===== src/hw/rtl/sync_bus_frame_engine_assert.svh =====
// ----------------------------------------------------------------------------
// Assertion macros for the sync bus frame engine
// Immediate-implication and next-cycle-implication checks with async reset.
// ----------------------------------------------------------------------------
`ifndef SYNC_BUS_FRAME_ENGINE_ASSERT_SVH
`define SYNC_BUS_FRAME_ENGINE_ASSERT_SVH

`ifndef ASSERT_OFF
// same-cycle implication
`define SBFE_ASSERT_IMP(label, clk, rst_n, ante, cons) \
	label: assert property (@(posedge clk) disable iff (!rst_n) (ante) |-> (cons)) \
		else $error("sbfe assertion failed");
// next-cycle implication
`define SBFE_ASSERT_NXT(label, clk, rst_n, ante, cons) \
	label: assert property (@(posedge clk) disable iff (!rst_n) (ante) |=> (cons)) \
		else $error("sbfe assertion failed");
`else
`define SBFE_ASSERT_IMP(label, clk, rst_n, ante, cons)
`define SBFE_ASSERT_NXT(label, clk, rst_n, ante, cons)
`endif

`endif


===== src/hw/rtl/sbfe_pkg.sv =====
// ----------------------------------------------------------------------------
// sbfe_pkg
// Types, frame geometry and codes shared by the sync bus frame engine.
// ----------------------------------------------------------------------------
`timescale 1ns / 1ps
`default_nettype none

package sbfe_pkg;

	// frame geometry
	localparam int TICKS_PER_BIT = 4;
	localparam int START_BITS    = 1;
	localparam int ID_BITS       = 6;
	localparam int DATA_BITS     = 16;
	localparam int CHECK_BITS    = 8;

	// request codes
	localparam logic [1:0] REQ_TICK = 2'd0;
	localparam logic [1:0] REQ_TX   = 2'd1;
	localparam logic [1:0] REQ_RX   = 2'd2;

	// frame status codes
	localparam logic [1:0] ST_TX_OK   = 2'd0;
	localparam logic [1:0] ST_RX_OK   = 2'd1;
	localparam logic [1:0] ST_RX_MISS = 2'd2;
	localparam logic [1:0] ST_CHK_ERR = 2'd3;

	// configuration register indexes
	localparam logic CFG_NODE_ID = 1'b0;
	localparam logic CFG_TX_WORD = 1'b1;

	typedef struct packed {
		logic [1:0]  req_type;
		logic        line_level;
		logic [15:0] self_cycle_count;
	} in_item_t;

	typedef struct packed {
		logic        drive_level;
		logic        transmitting;
		logic        frame_done;
		logic [1:0]  frame_status;
		logic [5:0]  received_id;
		logic [15:0] received_data;
	} out_item_t;

endpackage

`default_nettype wire


===== src/hw/rtl/sbfe_frame.sv =====
// ----------------------------------------------------------------------------
// sbfe_frame
// Frame state, configuration registers and per-tick next-state logic.
// ----------------------------------------------------------------------------
`timescale 1ns / 1ps
`default_nettype none

module sbfe_frame (
	input  wire logic               clk,
	input  wire logic               arst_n,
	input  wire logic               cfg_we,
	input  wire logic               cfg_index,
	input  wire logic [15:0]        cfg_wdata,
	input  wire logic               step_en,
	input  wire sbfe_pkg::in_item_t item,
	output sbfe_pkg::out_item_t     result
);
	import sbfe_pkg::*;

	localparam logic [2:0] PH_IDLE  = 3'd0;
	localparam logic [2:0] PH_START = 3'd1;
	localparam logic [2:0] PH_ID    = 3'd2;
	localparam logic [2:0] PH_DATA  = 3'd3;
	localparam logic [2:0] PH_CHECK = 3'd4;
	localparam logic [2:0] PH_EVAL  = 3'd5;

	localparam logic [3:0] SUB_LAST   = 4'(TICKS_PER_BIT - 1);
	localparam logic [9:0] TPB_W      = 10'(TICKS_PER_BIT);
	localparam logic [9:0] START_LAST = 10'(TICKS_PER_BIT * START_BITS - 1);

	logic [5:0]  node_id_q;
	logic [15:0] tx_word_q;

	logic [2:0]  phase_q,  phase_d;
	logic        sender_q, sender_d;
	logic [3:0]  sub_q,    sub_d;
	logic [4:0]  bp_q,     bp_d;
	logic [5:0]  rx_id_q,  rx_id_d;
	logic [15:0] rx_data_q, rx_data_d;
	logic [7:0]  rx_chk_q, rx_chk_d;
	logic [7:0]  tx_chk_q, tx_chk_d;
	logic        drive_q,  drive_d;

	// shared bit counter / field bit select
	logic [5:0]  fld_bits;
	logic [31:0] fld_word;
	logic [4:0]  sh;
	logic        tx_bit;
	logic        adv_wrap;
	logic [5:0]  bp_inc;
	logic        fld_end;
	logic [3:0]  adv_sub;
	logic [4:0]  adv_bp;
	logic        sample;
	logic [9:0]  start_cnt;
	logic [7:0]  rx_sum;
	logic        done;
	logic [1:0]  status;

	always_comb begin
		case (phase_q)
			PH_ID: begin
				fld_bits = 6'(ID_BITS);
				fld_word = 32'(node_id_q);
			end
			PH_DATA: begin
				fld_bits = 6'(DATA_BITS);
				fld_word = 32'(tx_word_q);
			end
			default: begin
				fld_bits = 6'(CHECK_BITS);
				fld_word = 32'(tx_chk_q);
			end
		endcase
	end

	assign sh       = 5'(fld_bits - 6'd1) - bp_q;
	assign tx_bit   = fld_word[sh];
	assign adv_wrap = (sub_q >= SUB_LAST);
	assign bp_inc   = {1'b0, bp_q} + 6'd1;
	assign fld_end  = adv_wrap && (bp_inc >= fld_bits);
	assign adv_sub  = adv_wrap ? 4'd0 : sub_q + 4'd1;
	assign adv_bp   = adv_wrap ? (fld_end ? 5'd0 : bp_inc[4:0]) : bp_q;
	assign sample   = (sub_q == 4'd1);
	assign start_cnt = 10'(bp_q) * TPB_W + 10'(sub_q) + 10'd1;
	assign rx_sum   = {2'b00, rx_id_q} + rx_data_q[7:0];

	always_comb begin
		phase_d   = phase_q;
		sender_d  = sender_q;
		sub_d     = sub_q;
		bp_d      = bp_q;
		rx_id_d   = rx_id_q;
		rx_data_d = rx_data_q;
		rx_chk_d  = rx_chk_q;
		tx_chk_d  = tx_chk_q;
		drive_d   = drive_q;
		done      = 1'b0;
		status    = ST_TX_OK;

		if (item.req_type == REQ_TX || item.req_type == REQ_RX) begin
			// start requests only act in idle
			if (phase_q == PH_IDLE) begin
				if (item.req_type == REQ_TX && item.line_level) begin
					sender_d = 1'b1;
					drive_d  = 1'b0;
					phase_d  = PH_START;
				end else begin
					sender_d = 1'b0;
					drive_d  = 1'b1;
				end
				if (phase_d == PH_START || item.req_type == REQ_RX) begin
					phase_d   = PH_START;
					sub_d     = 4'd0;
					bp_d      = 5'd0;
					rx_id_d   = 6'd0;
					rx_data_d = 16'd0;
					rx_chk_d  = 8'd0;
				end
			end
		end else begin
			unique case (phase_q)
				PH_IDLE: begin
				end
				PH_START: begin
					drive_d = !sender_q;
					if (start_cnt >= START_LAST) begin
						sub_d   = 4'd0;
						bp_d    = 5'd0;
						phase_d = PH_ID;
					end else begin
						sub_d = 4'(start_cnt % TICKS_PER_BIT);
						bp_d  = 5'(start_cnt / TICKS_PER_BIT);
					end
				end
				PH_ID: begin
					if (sender_q) begin
						drive_d = tx_bit;
						// lost arbitration: read back differs from driven bit
						if (sample && tx_bit != item.line_level)
							sender_d = 1'b0;
					end
					if (sample)
						rx_id_d = {rx_id_q[4:0], item.line_level};
					sub_d = adv_sub;
					bp_d  = adv_bp;
					if (fld_end)
						phase_d = PH_DATA;
				end
				PH_DATA: begin
					if (sender_q)
						drive_d = tx_bit;
					if (sample)
						rx_data_d = {rx_data_q[14:0], item.line_level};
					sub_d = adv_sub;
					bp_d  = adv_bp;
					if (fld_end) begin
						phase_d  = PH_CHECK;
						tx_chk_d = {2'b00, node_id_q} + tx_word_q[7:0];
					end
				end
				PH_CHECK: begin
					if (sender_q)
						drive_d = tx_bit;
					if (sample)
						rx_chk_d = {rx_chk_q[6:0], item.line_level};
					sub_d = adv_sub;
					bp_d  = adv_bp;
					if (fld_end)
						phase_d = PH_EVAL;
				end
				PH_EVAL: begin
					drive_d = 1'b1;
					done    = 1'b1;
					if (rx_sum != rx_chk_q)
						status = ST_CHK_ERR;
					else if (sender_q)
						status = ST_TX_OK;
					else if (rx_data_q == item.self_cycle_count)
						status = ST_RX_OK;
					else
						status = ST_RX_MISS;
					sender_d = 1'b0;
					sub_d    = 4'd0;
					bp_d     = 5'd0;
					phase_d  = PH_IDLE;
				end
				default: begin
					phase_d = PH_IDLE;
				end
			endcase
		end
	end

	always_comb begin
		result.drive_level   = drive_d;
		result.transmitting  = sender_d;
		result.frame_done    = done;
		result.frame_status  = status;
		result.received_id   = rx_id_d;
		result.received_data = rx_data_d;
	end

	always_ff @(posedge clk or negedge arst_n) begin
		if (!arst_n) begin
			node_id_q <= '0;
			tx_word_q <= '0;
		end else if (cfg_we) begin
			unique case (cfg_index)
				CFG_NODE_ID: node_id_q <= cfg_wdata[5:0];
				CFG_TX_WORD: tx_word_q <= cfg_wdata;
				default: begin
				end
			endcase
		end
	end

	always_ff @(posedge clk or negedge arst_n) begin
		if (!arst_n) begin
			phase_q   <= PH_IDLE;
			sender_q  <= 1'b0;
			sub_q     <= '0;
			bp_q      <= '0;
			rx_id_q   <= '0;
			rx_data_q <= '0;
			rx_chk_q  <= '0;
			tx_chk_q  <= '0;
			drive_q   <= 1'b1;
		end else if (step_en) begin
			phase_q   <= phase_d;
			sender_q  <= sender_d;
			sub_q     <= sub_d;
			bp_q      <= bp_d;
			rx_id_q   <= rx_id_d;
			rx_data_q <= rx_data_d;
			rx_chk_q  <= rx_chk_d;
			tx_chk_q  <= tx_chk_d;
			drive_q   <= drive_d;
		end
	end

endmodule

`default_nettype wire


===== src/hw/rtl/sync_bus_frame_engine.sv =====
// ----------------------------------------------------------------------------
// sync_bus_frame_engine
// An accepted tick waits in stage 1 until it retires; its result is then registered and offered.
// Throughput: one tick per cycle unless a low out_ready stalls the result channel.
// Reset (arst_n low, async): idle, receiver role, bus released, registers zero.
// ----------------------------------------------------------------------------
`timescale 1ns / 1ps
`default_nettype none

`include "sync_bus_frame_engine_assert.svh"

module sync_bus_frame_engine (
	input  wire logic               clk,
	input  wire logic               arst_n,
	// configuration write port
	input  wire logic               cfg_we,
	input  wire logic               cfg_index,
	input  wire logic [15:0]        cfg_wdata,
	// tick input channel
	input  wire logic               in_valid,
	output logic                    in_ready,
	input  wire sbfe_pkg::in_item_t in_data,
	// result channel
	output logic                    out_valid,
	input  wire logic               out_ready,
	output sbfe_pkg::out_item_t     out_data
);
	import sbfe_pkg::*;

	// Stage 1: input register. It holds one accepted tick until the frame
	// logic can retire it into the result register.
	logic     in_valid_s1;
	in_item_t in_item_s1;

	// Result register: one result per tick, held until its transfer.
	logic      out_valid_q;
	out_item_t out_item_q;

	// The tick in stage 1 retires when the result register is empty or is
	// being emptied in this very cycle.
	logic      advance;
	out_item_t step_result;

	assign advance  = in_valid_s1 && (!out_valid_q || out_ready);
	// Stage 1 takes a new transfer when empty or when its tick retires.
	assign in_ready = !in_valid_s1 || advance;

	always_ff @(posedge clk or negedge arst_n) begin
		if (!arst_n) begin
			in_valid_s1 <= 1'b0;
		end else if (in_ready) begin
			in_valid_s1 <= in_valid;
		end
	end

	always_ff @(posedge clk) begin
		if (in_valid && in_ready)
			in_item_s1 <= in_data;
	end

	// Frame state machine: state only moves when a tick retires, so every
	// accepted tick yields exactly one result.
	sbfe_frame u_frame (
		.clk       (clk),
		.arst_n    (arst_n),
		.cfg_we    (cfg_we),
		.cfg_index (cfg_index),
		.cfg_wdata (cfg_wdata),
		.step_en   (advance),
		.item      (in_item_s1),
		.result    (step_result)
	);

	always_ff @(posedge clk or negedge arst_n) begin
		if (!arst_n) begin
			out_valid_q <= 1'b0;
		end else if (advance) begin
			out_valid_q <= 1'b1;
		end else if (out_ready) begin
			out_valid_q <= 1'b0;
		end
	end

	always_ff @(posedge clk) begin
		if (advance)
			out_item_q <= step_result;
	end

	assign out_valid = out_valid_q;
	assign out_data  = out_item_q;

	// Evaluation always hands the frame back: a done frame is never owned.
	`SBFE_ASSERT_IMP(a_done_releases, clk, arst_n, out_valid_q && out_item_q.frame_done, !out_item_q.transmitting && out_item_q.drive_level)
	// Status is only meaningful on the evaluation tick.
	`SBFE_ASSERT_IMP(a_status_quiet, clk, arst_n, out_valid_q && !out_item_q.frame_done, out_item_q.frame_status == ST_TX_OK)
	// A retired tick always lands in the result register.
	`SBFE_ASSERT_NXT(a_retire_lands, clk, arst_n, advance, out_valid_q)
	// Stage 1 only stalls while it holds a tick.
	`SBFE_ASSERT_IMP(a_stall_holds, clk, arst_n, !in_ready, in_valid_s1 && out_valid_q)

endmodule

`default_nettype wire

===== config.mk =====
export PLATFORM = sky130hd
export DESIGN_NAME = sync_bus_frame_engine
export DESIGN_NICKNAME = d
export VERILOG_FILES = /design/src/hw/rtl/sbfe_pkg.sv /design/src/hw/rtl/sbfe_frame.sv /design/src/hw/rtl/sync_bus_frame_engine.sv
export VERILOG_INCLUDE_DIRS = /design/src /design/src/hw/rtl
export SDC_FILE = /design/constraint.sdc
export NUM_CORES = 1
export LEC_CHECK = 0
export CORE_AREA = 2 2 153 155
export CTS_BUF_LIST = sky130_fd_sc_hd__clkbuf_8
export DETAILED_ROUTE_END_ITERATION = 7
export DIE_AREA = 0 0 155 157
export DONT_BUFFER_PORTS = 1
export PLACE_DENSITY = 0.53
export SLEW_MARGIN = 20
export SYNTH_ARGS = -nofsm -noshare
export SYNTH_HDL_FRONTEND = slang
export SYNTH_SLANG_ARGS = --single-unit

===== constraint.sdc =====
create_clock -name clk -period 2.72 [get_ports clk]
set_input_delay 0.272 -clock clk [delete_from_list [all_inputs] [get_ports clk]]
set_output_delay 0.272 -clock clk [all_outputs]
set_load 0.1 [all_outputs]

Word-level counts from Yosys, hierarchy flattened --
Cells that the tools add are included.
Word-level totals: bits of input ports 41, logic and storage cells 143, output and inout bits 29, flip-flop bits (word level) 122
Operators by class: add/subtract/negate cells 8, eq/ne operators 20, bitwise operators 3, reductions and logical operators 26, multiplexer cells 60, order comparisons 4
Operators by type and width (number):
- $mux W16 | 5
- $mux W8 | 5
- $pmux W16 S2 | 1
- $mux W3 | 10
- $mux W5 | 6
- $mux W6 | 5
- $add A6 B8 Y8 | 2
- $eq A16 B16 Y1 | 1
- $mux W4 | 4
- $ne A3 B1 Y1 const B | 5
- $pmux W3 S5 | 1
- $pmux W5 S3 | 1
- $mux W1 | 13
- $pmux W4 S3 | 1
- $add A10 B1 Y10 const B | 1
- $ge A10 B2 Y1 const B | 1
- $pmux W5 S2 | 1
- $reduce_and A5 Y1 | 2
- $add A7 B4 Y8 | 1
- $mux W2 | 4
- $ne A8 B8 Y1 | 1
- $reduce_and A4 Y1 | 2
- $reduce_and A7 Y1 | 1
- $add A5 B1 Y6 const B | 1
- other kinds (28) | 46

Depth between registers and ports, before layout --
word-level depth 12, depth in mapped cells 12, depth with buffers taken out 11

Modules after synthesis --
A second synthesis with hierarchy kept.
Unflattened totals: cell total of the unflattened synthesis 596, area total of the unflattened synthesis 6593.8 sq um
By module, submodules not included:
- sbfe_frame | instances 1, area an instance 5108.6 sq um, cells an instance 542
- sync_bus_frame_engine | instances 1, area an instance 1485.2 sq um, cells an instance 54

Worst setup path after synthesis --
Ideal clock, no wire load.
path type register to register, start register out_valid_q (netlist: out_valid), end register u_frame.tx_chk_q[0], required time 2.595 ns, path slack -0.366 ns, arrival 2.961 ns, path buffers 0, cell stages (with the launch flop) 6, clock period less this slack 3.086 ns, setup time 0.125 ns, path through dfrtp_1 -> nand2b_1 -> nand2_1 -> clkinv_1 -> nand4b_1 -> mux2_2
On the way: longest elaborated chain between the ends 4
Ends and longest elaborated chain:
- start: declaration | line sync_bus_frame_engine.sv:36 | logic out_valid_q;
- start signal: assignment | line sync_bus_frame_engine.sv:76 | out_valid_q <= 1'b0;
- start signal: assignment | line sync_bus_frame_engine.sv:78 | out_valid_q <= 1'b1;
- start signal: assignment | line sync_bus_frame_engine.sv:80 | out_valid_q <= 1'b0;
- $logic_not A1 Y1 | line sync_bus_frame_engine.sv:44 | assign advance = in_valid_s1 && (!out_valid_q || out_ready);
- $logic_or A1 B1 Y1 | line sync_bus_frame_engine.sv:44
- $logic_and A1 B1 Y1 | line sync_bus_frame_engine.sv:44
- named net advance | line sync_bus_frame_engine.sv:41 | logic advance;
- $reduce_and A4 Y1 (no line)
- end signal: assignment | line sbfe_frame.sv:237 | tx_chk_q <= tx_chk_d;
- end: declaration | line sbfe_frame.sv:41 | logic [7:0] tx_chk_q, tx_chk_d;
The timed path passes the listed nets, and every way through them passes these cells. A chain may end at the register's enable or synchronous reset.

Worst setup path in the final report --
start register u_frame.bp_q[0], end register u_frame.sub_q[1]
On the way: longest elaborated chain between the ends 6
Ends and longest elaborated chain:
- start: declaration | line sbfe_frame.sv:37 | logic [4:0] bp_q, bp_d;
- start signal: assignment | line sbfe_frame.sv:233 | bp_q <= bp_d;
- $add A7 B4 Y8 | line sbfe_frame.sv:85 | assign start_cnt = 10'(bp_q) * TPB_W + 10'(sub_q) + 10'd1;
- $add A10 B1 Y10 | line sbfe_frame.sv:85
- $ge A10 B2 Y1 | line sbfe_frame.sv:127 | if (start_cnt >= START_LAST) begin
- $mux W2 | line sbfe_frame.sv:127
- $pmux W4 S3 | line sbfe_frame.sv:122 | unique case (phase_q)
- $mux W4 | line sbfe_frame.sv:101 | if (item.req_type == REQ_TX || item.req_type == REQ_RX) begin
- end signal: assignment | line sbfe_frame.sv:232 | sub_q <= sub_d;
- end: declaration | line sbfe_frame.sv:36 | logic [3:0] sub_q, sub_d;
Every way passes these cells.

==> results_dict.tcl <==
set metrics [dict create \
    outcome "completed" \
    pin_count 70 \
    avgViaCountPerCell 4.98 \
    rows 55 \
    max_freq_mhz 388 \
    period_minus_slack_ns 2.58 \
    critical_path_class "flip-flop to flip-flop" \
    ys_ff_latch 122 \
    worst-path-max-fanout 3 \
    pre_cts_ws_ns 0.0690 \
    cts_made_buffers 17 \
    synth_edf_count 46 \
    htreeDepth 4 \
    cp_data_required_time_ns 3.06 \
    numClockSinks 122 \
    critPathBufInv 0 \
    holdCritPathClass "primary input to flip-flop" \
    diodes 0 \
    design_area_um2 8040 \
    synthTopCellsByCount "75 x dfrtp_1, 46 x edfxtp_1, 42 x a22o_1" \
    ir_worst_vdd_v 0.000396 \
    cts-root-buf "clkbuf_8" \
    drcViolationCount 0 \
    power_w 0.00756 \
    met1_usage 0.165 \
    grt_util_all_layers 0.130 \
    drv_slew 0 \
    max_slew.worst_pin.slew_ns 1.00 \
    place_congestion 0.834 \
    drive_above_1_share 0.197 \
    synth_cell_type_count 76 \
    synth_top_area_share 0.281 \
    max-cap-violations 0 \
    nFillCells 2176 \
    grt_util_met3 0.0328 \
    cts_tree "done" \
    syn-num-nets 647 \
    port_buffers 0 \
    cp.arrival_ns 2.92 \
    hold_ws_ns 0.136 \
    ff_latch_area_um2 3290 \
    grtUsageMet2 0.215 \
    hpwl_um 11300 \
    fin_nets 709 \
    syn_area_um2 6670 \
    overflow 0 \
    vias 4656 \
    die-area_um2 24300 \
    area_delta_synth_final_pct 20.5 \
    firstDrtPassIters 4 \
    grt_max_degree 77 \
    grt_pass1_wl_um 24600 \
    max_stage_delay_ns 0.54 \
    postSynthAreaPerCell_um2 11.6 \
    synth.most_common_cell "dfrtp_1" \
    setup.worst_path.start_class "flip-flop" \
    period_share 0.948 \
    async_flop_share 0.623 \
    busiest_layer "met2" \
    multi_input_area_um2 3140 \
    antenna_found_initial 0 \
    placed_cell_area_um2 7070 \
    finalSetupViolCount 0 \
    die_y_um 157 \
    coreArea_um2 22500 \
    grt_pass1_vias 4746 \
    path_delay_family "simple AND/OR/NAND/NOR gates" \
    timing.slew.headroom 0.333 \
    crit_chain "ha_1, fa_1, or4_4, nor3_4, a211oi_1, a311o_1, o31ai_1" \
    postLayoutSetupSlackWorst_ns 0.142 \
    routedWlPerCell_um 16.5 \
    p_per_area_nw_per_um2 940 \
    ant_nets 0 \
    crit_path_end_kind "flip-flop" \
    synth_seq_area_share 0.492 \
    clock_path_buffers 2 \
    yosysWarnings 0 \
    synth_area_leader_cell "dfrtp_1" \
    clkLatencyLatePin_ns 0.44 \
    synthTopCellsByArea "dfrtp_1 28%, edfxtp_1 21%, a22o_1 5.5%" \
    drt-total-wl_um 15400 \
    crit_slowest_cell "or4_4" \
    ys.flop_type "dfrtp_1" \
    synthCells 575 \
    start_util 0.296 \
    die_w_um 155 \
    hold_viol_final 0 \
    first_iter_violations 211 \
    power.leakage_nw 3.41 \
    clk_pin_slew_ns 0.08 \
    finClkSkew_ns 0.0158 \
]
sequential cells by signal, indices dropped and copies added (netlist names), 3 cells and up:
register	cells
in_item_s1	19
u_frame.rx_chk_q	8
u_frame.tx_word_q	16
out_data	27
u_frame.sub_q	4
u_frame.phase_q	3
u_frame.tx_chk_q	8
u_frame.node_id_q	6
u_frame.rx_data_q	16
u_frame.rx_id_q	6
u_frame.bp_q	5
worst paths after layout:
path | from | to | slack (ns) | depth (start not counted)
max | u_frame.bp_q[0] | u_frame.sub_q[1] | 0.14 | 7
min | cfg_index | u_frame.node_id_q[1] | 0.14 | 2
max reg2reg | u_frame.bp_q[0] | u_frame.sub_q[1] | 0.14 | 7
min reg2reg | u_frame.tx_chk_q[3] | u_frame.tx_chk_q[3] | 0.51 | 1
max in group asynchronous | arst_n | u_frame.drive_q | 1.99 | 2
min in group asynchronous | arst_n | u_frame.tx_word_q[4] | 0.40 | 2
report_power, final:
| part | switching (W) | internal [W] |
|---|---|---|
| registers | 0.000595 | 0.00222 |
| logic | 0.00152 | 0.00135 |
| clock network | 0.000738 | 0.00113 |
placed cells by master, fill, tap and decap left out, types with 4 or more instances in the layout:
| cell type | instances |
|---|---|
| nand2_1 | 29 |
| mux2_2 | 32 |
| xnor2_1 | 15 |
| a21o_1 | 6 |
| ha_1 | 26 |
| inv_1 | 38 |
| edfxtp_1 | 46 |
| o2111ai_1 | 4 |
| a21oi_1 | 21 |
| nand3_1 | 17 |
| dfrtp_1 | 74 |
| clkbuf_8 | 19 |
| inv_2 | 5 |
| bufinv_16 | 5 |
| o21ai_0 | 26 |
| nor3_1 | 5 |
| nor4_1 | 6 |
| a22o_1 | 42 |
| mux4_2 | 5 |
| and2_1 | 5 |
| mux2i_1 | 5 |
| fa_1 | 4 |
| nor2_1 | 27 |
| xor2_1 | 22 |
| dlygate4sd3_1 | 38 |
| nand2b_1 | 10 |
| nor2b_1 | 7 |
| o31ai_1 | 5 |
| buf_4 | 25 |
routing by layer:
metal	up-vias	wire length, µm
li1	2239	-
met1	2276	6930
met2	112	7520
met3	29	693
met4	0	277
met5	-	0
layout make-up:
class                           count  area share
Tap cell                          285      0.0444
Inverter                           43      0.0202
Multi-Input combinational cell    386       0.391
Clock inverter                     13      0.0249
Sequential cell                   122       0.409
Clock buffer                       19      0.0325
Timing Repair Buffer               67      0.0783
metrics by stage:
stage | setup TNS, ns | utilization | cells
2_1_floorplan | 0 | - | 575
3_3_place_gp | 0 | 0.314 | 862
3_5_place_dp | 0 | 0.314 | 862
4_1_cts | 0 | 0.353 | 933
5_1_grt | -0.0332 | 0.357 | 935
6_report | 0 | 0.357 | 935
logic make-up (layout without fill, tap and decap cells):
| group | count (synthesis) | count (layout) | share of synthesized area |
|---|---|---|---|
| AO/OA/AOI/OAI | 139 | 139 | 0.153 |
| XOR/XNOR | 40 | 40 | 0.0572 |
| adder cells (fa/ha/maj) | 31 | 31 | 0.0627 |
| buffers and inverters | 67 | 142 | 0.0471 |
| flip-flops | 122 | 122 | 0.492 |
| multiplexers | 42 | 42 | 0.0784 |
| AND/OR/NAND/NOR | 134 | 134 | 0.110 |
what timing repair did:
action | in CTS | in global routing
setup endpoints to repair | 0 | 24
hold buffers | 39 | 0
setup buffers | 0 | 2
hold endpoints to repair | 119 | 0
gates resized for setup | 0 | 15
worst reg2reg max path, cell delays in order, from the launching register on:
cell	delay, ns
dfrtp_1	0.41
ha_1	0.23
fa_1	0.43
or4_4	0.54
nor3_4	0.23
a211oi_1	0.10
a311o_1	0.34
o31ai_1	0.21
No activity file was read; power rests on OpenSTA's default activity.
